<file path="src/rtl/core/pftw_pkg.sv">
// ----------------------------------------------------------------------------
// pftw_pkg
// types and codes shared by the port forward table modules
// ----------------------------------------------------------------------------
package pftw_pkg;

    localparam logic [2:0] KIND_ADD     = 3'd0;
    localparam logic [2:0] KIND_DELETE  = 3'd1;
    localparam logic [2:0] KIND_FLUSH   = 3'd2;
    localparam logic [2:0] KIND_PROBE   = 3'd3;
    localparam logic [2:0] KIND_FORWARD = 3'd4;

    localparam logic [1:0] STATUS_OK       = 2'd0;
    localparam logic [1:0] STATUS_INVALID  = 2'd1;
    localparam logic [1:0] STATUS_NOTFOUND = 2'd2;
    localparam logic [1:0] STATUS_FULL     = 2'd3;

    localparam logic [7:0] PROTO_TCP = 8'd6;
    localparam logic [7:0] PROTO_UDP = 8'd17;

    localparam logic CFG_PORT_MIN = 1'b0;
    localparam logic CFG_PORT_MAX = 1'b1;

    typedef struct packed {
        logic [2:0]         kind;
        logic [7:0]         protocol;
        logic [15:0]        local_port;
        logic [31:0]        local_addr;
        logic [15:0]        remote_port;
        logic [31:0]        remote_addr;
        logic signed [15:0] weight;
    } t_item;

    typedef struct packed {
        logic [1:0]  status;
        logic        hit;
        logic [31:0] target_addr;
        logic [15:0] target_port;
    } t_result;

    typedef struct packed {
        logic       load_item;
        logic       calc_match;
        logic       add_edit;
        logic       add_insert;
        logic       del_pick;
        logic       del_apply;
        logic       flush;
        logic       scan_clear;
        logic       scan_step;
        logic       fwd_update;
        logic       res_set;
        logic       res_hit;
        logic [1:0] res_status;
        logic       out_load;
    } t_cmd;

    typedef struct packed {
        logic [2:0] kind;
        logic       chk_ok;
        logic       weight_ok;
        logic       any_match;
        logic       free_found;
        logic       del_left;
        logic       scan_last;
        logic       best_found;
        logic       multi;
        logic       out_free;
    } t_sts;

endpackage

</file>
<file path="src/rtl/core/pftw_ctrl.sv">
// ----------------------------------------------------------------------------
// pftw_ctrl
// sequencer for table edits, deletes, lookups and result handoff
// ----------------------------------------------------------------------------
module pftw_ctrl import pftw_pkg::*; (
    input  logic i_clk,
    input  logic i_rst_n,
    input  logic i_in_valid,
    output logic o_in_stall,
    input  t_sts i_sts,
    output t_cmd o_cmd
);

    typedef enum logic [7:0] {
        ST_IDLE      = 8'b0000_0001,
        ST_MATCH     = 8'b0000_0010,
        ST_DECIDE    = 8'b0000_0100,
        ST_DEL_PICK  = 8'b0000_1000,
        ST_DEL_APPLY = 8'b0001_0000,
        ST_SCAN      = 8'b0010_0000,
        ST_SCAN_END  = 8'b0100_0000,
        ST_DONE      = 8'b1000_0000
    } t_state;

    t_state r_state;
    t_state n_state;

    assign o_in_stall = (r_state != ST_IDLE);

    always_ff @(posedge i_clk) begin
        if (!i_rst_n) begin
            r_state <= ST_IDLE;
        end else begin
            r_state <= n_state;
        end
    end

    always_comb begin
        n_state = r_state;
        o_cmd   = '0;
        case (r_state)
            ST_IDLE: begin
                if (i_in_valid) begin
                    o_cmd.load_item = 1'b1;
                    n_state         = ST_MATCH;
                end
            end
            ST_MATCH: begin
                o_cmd.calc_match = 1'b1;
                n_state          = ST_DECIDE;
            end
            ST_DECIDE: begin
                o_cmd.res_set = 1'b1;
                n_state       = ST_DONE;
                case (i_sts.kind)
                    KIND_ADD: begin
                        if (!i_sts.chk_ok || !i_sts.weight_ok) begin
                            o_cmd.res_status = STATUS_INVALID;
                        end else if (i_sts.any_match) begin
                            o_cmd.add_edit   = 1'b1;
                            o_cmd.res_status = STATUS_OK;
                        end else if (!i_sts.free_found) begin
                            o_cmd.res_status = STATUS_FULL;
                        end else begin
                            o_cmd.add_insert = 1'b1;
                            o_cmd.res_status = STATUS_OK;
                        end
                    end
                    KIND_DELETE: begin
                        if (!i_sts.chk_ok) begin
                            o_cmd.res_status = STATUS_INVALID;
                        end else if (!i_sts.any_match) begin
                            o_cmd.res_status = STATUS_NOTFOUND;
                        end else begin
                            o_cmd.res_status = STATUS_OK;
                            n_state          = ST_DEL_PICK;
                        end
                    end
                    KIND_FLUSH: begin
                        o_cmd.flush      = 1'b1;
                        o_cmd.res_status = STATUS_OK;
                    end
                    KIND_PROBE, KIND_FORWARD: begin
                        o_cmd.res_set    = 1'b0;
                        o_cmd.scan_clear = 1'b1;
                        n_state          = ST_SCAN;
                    end
                    default: begin
                        o_cmd.res_status = STATUS_INVALID;
                    end
                endcase
            end
            ST_DEL_PICK: begin
                o_cmd.del_pick = 1'b1;
                n_state        = ST_DEL_APPLY;
            end
            ST_DEL_APPLY: begin
                o_cmd.del_apply = 1'b1;
                n_state         = i_sts.del_left ? ST_DEL_PICK : ST_DONE;
            end
            ST_SCAN: begin
                o_cmd.scan_step = 1'b1;
                if (i_sts.scan_last) begin
                    n_state = ST_SCAN_END;
                end
            end
            ST_SCAN_END: begin
                o_cmd.res_set = 1'b1;
                n_state       = ST_DONE;
                if (!i_sts.best_found) begin
                    o_cmd.res_status = STATUS_NOTFOUND;
                end else begin
                    o_cmd.res_status = STATUS_OK;
                    o_cmd.res_hit    = 1'b1;
                    if (i_sts.kind == KIND_FORWARD && i_sts.multi) begin
                        o_cmd.fwd_update = 1'b1;
                    end
                end
            end
            ST_DONE: begin
                if (i_sts.out_free) begin
                    o_cmd.out_load = 1'b1;
                    n_state        = ST_IDLE;
                end
            end
            default: begin
                n_state = ST_IDLE;
            end
        endcase
    end

endmodule

</file>
<file path="config.mk">
export PLATFORM = sky130hd
export DESIGN_NAME = pftw_ctrl
export DESIGN_NICKNAME = d
export VERILOG_FILES = /design/src/rtl/core/pftw_pkg.sv /design/src/rtl/core/pftw_ctrl.sv
export SDC_FILE = /design/constraint.sdc
export NUM_CORES = 1
export LEC_CHECK = 0
export BUFFER_PORTS_ARGS = -buffer_cell sky130_fd_sc_hd__clkbuf_2
export CORE_MARGIN = 2
export CORE_UTILIZATION = 45
export CTS_BUF_LIST = sky130_fd_sc_hd__clkbuf_8
export DETAILED_ROUTE_END_ITERATION = 10
export MAX_ROUTING_LAYER = met4
export PLACE_DENSITY = 0.77
export SETUP_SLACK_MARGIN = 0.05
export SYNTH_ARGS = -nofsm -noshare
export SYNTH_HDL_FRONTEND = slang
export SYNTH_SLANG_ARGS = --single-unit
export TNS_END_PERCENT = 10
</file>
<file path="constraint.sdc">
create_clock -name i_clk -period 4.4 [get_ports i_clk]
set_clock_uncertainty 0.2 [all_clocks]
set_input_delay 0.22 -clock i_clk [delete_from_list [all_inputs] [get_ports i_clk]]
set_output_delay 0.22 -clock i_clk [all_outputs]
set_load 0.005 [all_outputs]
</file>
Word-level counts from Yosys, hierarchy flattened
Cells that the tools add are included.
{ "word_totals": {"ff_bits": 8, "wordCells": 65, "inputBits": 15} }
{ "classes": {"n_mux": 40, "n_eq_ne": 16, "n_reduce_logical": 8} }
{ "op_table": {"columns": ["operator", "count"], "rows": [
  ["$pmux 8 s8", 1],
  ["$mux 8", 6],
  ["$mux 2", 10],
  ["$mux 1", 19],
  ["$pmux 8 s2", 1],
  ["$eq 8x1->1 const B", 1],
  ["$eq 8x2->1 const B", 1],
  ["$eq 8x3->1 const B", 1],
  ["$eq 8x4->1 const B", 1],
  ["$eq 8x5->1 const B", 1],
  ["$eq 8x6->1 const B", 1],
  ["$eq 8x7->1 const B", 1],
  ["$eq 8x8->1 const B", 1],
  ["$ne 8x1->1 const B", 1],
  ["$eq 3x2->1 const B", 2],
  ["$ne 2x2->1 const B", 3],
  ["$pmux 2 s3", 1],
  ["$pmux 2 s2", 1],
  ["$eq 3x1->1 const B", 1],
  ["$eq 3x3->1 const B", 1],
  ["$logic_not 3->1", 1],
  ["$reduce_and 3->1", 1],
  ["$reduce_or 3->1", 1],
  ["$logic_not 1->1", 2],
  ["4 further kinds", 4]
]} }

Longest topological paths before layout
{ "logic_depth": {"depth_word": 5, "depth_mapped": 6} }

Worst setup path after synthesis
OpenSTA, ideal clock, no wires.
{ "synth_timing": {"path_kind": "flip-flop to output port", "from": "register r_state[4]", "to": "output o_cmd[5] in the netlist's numbering", "stages_incl_launch_ff": 7, "t_required_ns": 3.980, "setup_slack_ns": 2.552, "n_path_buf": 1, "arrival_time_ns": 1.428, "path_cell_list": "dfxtp_1 clkbuf_1 nor4_1 nand2_1 or2_1 nor2_1 and4_1"} }
{ "synth_lines": {"columns": ["element", "line", "text"], "rows": [
  ["start: declaration", "pftw_ctrl.sv:25", "t_state r_state;"],
  ["start signal: assignment", "pftw_ctrl.sv:34", "r_state <= n_state;"],
  ["end: declaration", "pftw_ctrl.sv:11", "output t_cmd o_cmd"]
]} }

==> impl_summary.log <==
[metrics] final RePlAce weighted congestion: 0.860
[metrics] first-pass GRT wire length: 2860 um
[metrics] Total Routed Length: 1630 um
[metrics] final total negative setup slack: 0 ns
[metrics] number of instances in the synthesized netlist: 90
[metrics] detailed-route wire length per cell: ~12 um
[metrics] detailed-route DRC error count: 0
[metrics] Slowest cell on crit path: nor4_1
[metrics] endpoint arrival time on the critical path: 1.87 ns
[metrics] Core Region: ~1500 um^2
[metrics] vias per cell: 5.64
[metrics] pre-CTS setup slack: 2.37 ns
[metrics] maximum count of clock buffers along a single path: 2
[metrics] starting utilization of the core area: 46.9%
[metrics] CTS sink cnt: 8
[metrics] TritonCTS clock tree: done
[metrics] post-synthesis to final-layout area growth: 28.5%
[metrics] maximum net fanout on the critical path: 6
[metrics] Post-Syn Area: between 600 and 700 um^2
[metrics] insertion delay to the later sink of the worst-skew pair: 0.23 ns
[metrics] startpoint types: flip-flop
[metrics] gr ovfl total: 0
[metrics] CTS hold repair buffers: 0
[metrics] end point of the worst hold path: r_state[3]
[metrics] Placement Rows: 14
[metrics] post-route setup slack: around 2.1 ns
[metrics] number of nets in the synthesized netlist: 105
[metrics] Port Buffer Count: 30
[metrics] Fmax: 0.437 GHz
[metrics] sum of met3 wire segment lengths after detailed routing: 111 um
[metrics] number of slew-limit violations in the final report: 0
[metrics] Most flops, register: r_state
[metrics] worst path cell trace: nor4_1 -> nand2_1 -> or2_1 -> nor2_1 -> and4_1 -> clkbuf_2
[metrics] filler cell count in the final layout: 148
[metrics] post-route fraction of the period consumed by the critical path: about half
[metrics] Least-Margin Pin Slew: between 0.3 and 0.4 ns
[metrics] status: complete, no violations
[metrics] Synth async-reset ratio: 0%
[metrics] wire length on met2: approximately 800 um
[metrics] antenna violations before repair: 0
[metrics] unrepaired setup endpoints after global routing: no
[metrics] pin count of the biggest net entering global routing: 10
[metrics] worst min-delay path category: input pin to flip-flop
[metrics] number of I/O pins: 31
[metrics] remaining antenna violation count: 0
[metrics] top layer in use: met4
[metrics] count of state elements after synthesis: 8
[metrics] path type of the worst setup path: flip-flop to primary output
[metrics] largest registers ranked by flip-flop count: r_state: 8 flops
[metrics] Total Routing Usage GR: 20.8%
[metrics] critical path capture point type: primary output
[metrics] worst vdd ir: 0.142 mV
[metrics] root buf cell: clkbuf_8
[metrics] FF-to-FF setup slack: roughly 2.5 ns
[metrics] number of clock buffers inserted by TritonCTS: 3
[metrics] clock slew at the register clock pins of the worst setup and hold paths: 0.04 ns
[metrics] horizontal die dimension: 43.1 um
[metrics] number of flip-flops under the largest register name: 8
[metrics] count of different cell masters after synthesis: 39
[metrics] power per cell area: roughly 230 nW/um^2
[metrics] proportion of layout cells with a drive suffix above 1: 34.7%
[metrics] clock period minus worst slack: 2.29 ns
[metrics] worst slew margin relative to its limit: 74.0%
[metrics] Post-CTS Setup Bufs: 0
[metrics] detailed placement HPWL: ~1300 um
[metrics] Static Leakage: ~0.42 nW
[metrics] launch point of the worst hold path: i_sts[4]
[metrics] final count of negative-setup-slack endpoints: 0
[metrics] WP data required: 3.98 ns
[metrics] violation count after the first detailed-route iteration: 6
[metrics] max-capacitance violation count: 0
[metrics] number of detailed-routing iterations run before antenna repair: 4
[metrics] Post-synth EDFFs: 0
[metrics] cell types with the largest area share after synthesis: dfxtp_1 (23%), nor2_1 (6.5%), nor4_4 (6.2%)
[metrics] H-Tree Depth: 1
[metrics] Worst R2R Start: r_state[5]
[metrics] sequential fraction of the synthesis area: 23.2%
[metrics] Final Hold Violating Endpoints: 0
[metrics] Die Y: 43.1 um
[metrics] delay of the slowest cell on the worst path: between 0.3 and 0.4 ns
[metrics] count of cells along the worst register-to-register path: 4
[metrics] final-stage net count: 138
[metrics] largest area contributor in the netlist: dfxtp_1
[metrics] total number of vias: between 700 and 800
[metrics] ANT cells: 0
[metrics] destination of the worst register-to-register timing path: r_state[2]
[metrics] average cell area after synthesis: 7.66 um^2
[metrics] prevailing post-synth register cell: dfxtp_1
[metrics] detailed-routing wirelength on met1: 690 um
[metrics] cell count of the worst hold path: 3
[metrics] post-cts gate resize count: 0
[metrics] fraction of synthesized cell area taken by the top area cell type: 23.2%
[metrics] via count of the first global-routing pass: 681
[metrics] Total Die Area: 1860 um^2
[metrics] Ys Warns: 0
-- placed cells by master (no fill, tap or decap), drive strengths merged --
cell	instances
nor2b	2
a211oi	2
o22ai	1
and3b	1
clkbuf	33
nor2	12
and4	2
nand2b	3
or3b	1
xor2	1
o21a	1
nor4b	3
and2	3
a21oi	5
nor3b	2
o31a	1
nor3	3
and3	2
nor4	4
nand4	1
a31oi	1
or4	2
nand3	3
nand2	9
a21boi	1
o21ai	3
inv	6
a32oi	1
or2	2
nand3b	1
or2b	1
dfxtp	8
-- cell type report --
cell class / instances / area [um^2] / share of cell area [%]
inverter: 6 / 22.5 / 2.54
tap: 16 / 20.0 / 2.26
clock buffer: 3 / 41.3 / 4.66
sequential: 8 / 160 / 18.1
timing repair buffer: 30 / 150 / 16.9
multi-input combinational: 74 / 492 / 55.5
-- cells in the mapped netlist, drive strengths merged, types with 2 or more instances --
cell,count
nor2,12
nand2,9
dfxtp,8
inv,6
a21oi,5
nor4,4
and2,3
nand2b,3
nand3,3
nor3,3
nor4b,3
o21ai,3
a211oi,2
and3,2
and4,2
nor2b,2
nor3b,2
or2,2
or4,2
-- metrics by stage --
stage	util, %	hold WS, ns	total power, W	instances	cell area (um^2)
floorplan	-	0.109	0.000104	90	689
detailed placement	57.4	0.262	0.000120	134	845
CTS	60.2	0.0218	0.000210	137	886
global placement	57.4	0.258	0.000119	134	845
finish	60.2	0.0248	0.000207	137	886
global route	60.2	0.0447	0.000218	137	886
-- kinds of logic (layout without fill, tap and decap cells) --
family / Yosys count / after routing / share of synthesized area (%)
AND/OR/NAND/NOR: 57 / 57 / 55.5
AO/OA/AOI/OAI: 16 / 16 / 14.5
flip-flops: 8 / 8 / 23.2
buffers and inverters: 8 / 39 / 5.44
XOR/XNOR: 1 / 1 / 1.27
-- how the worst max path moves through the flow --
| stage | cells past startpoint | end | start | slack, ns |
|---|---|---|---|---|
| 2_1_floorplan | 6 | o_cmd[5] | r_state[4] | 2.55 |
| 3_3_place_gp | 6 | o_cmd[5] | r_state[5] | 2.37 |
| 3_5_place_dp | 6 | o_cmd[5] | r_state[3] | 2.37 |
| 4_1_cts | 6 | o_cmd[5] | r_state[3] | 2.10 |
| 5_1_grt | 6 | o_cmd[5] | r_state[3] | 1.97 |
| 6_report | 6 | o_cmd[5] | r_state[5] | 2.11 |
-- worst max-delay path, delay by kind of cell, from the launching register on --
kind | cells | cell delay (ns)
buf+inv | 1 | 0.11
flops | 1 | 0.36
simple gates | 5 | 1.16
-- power by group --
part / total [W] / switching (W) / internal (W)
sequential: 0.0000781 / 0.00000318 / 0.0000749
clock: 0.0000883 / 0.0000290 / 0.0000593
combinational: 0.0000409 / 0.0000216 / 0.0000193
total: 0.000207 / 0.0000539 / 0.000153
-- metal layers --
layer  global-route usage (%)  up-vias
met5                        -        -
met4                     9.09        0
met1                     25.1      350
met3                     3.83        5
li1                         -      388
met2                     33.4       29
No activity file was read; power rests on OpenSTA's default activity.
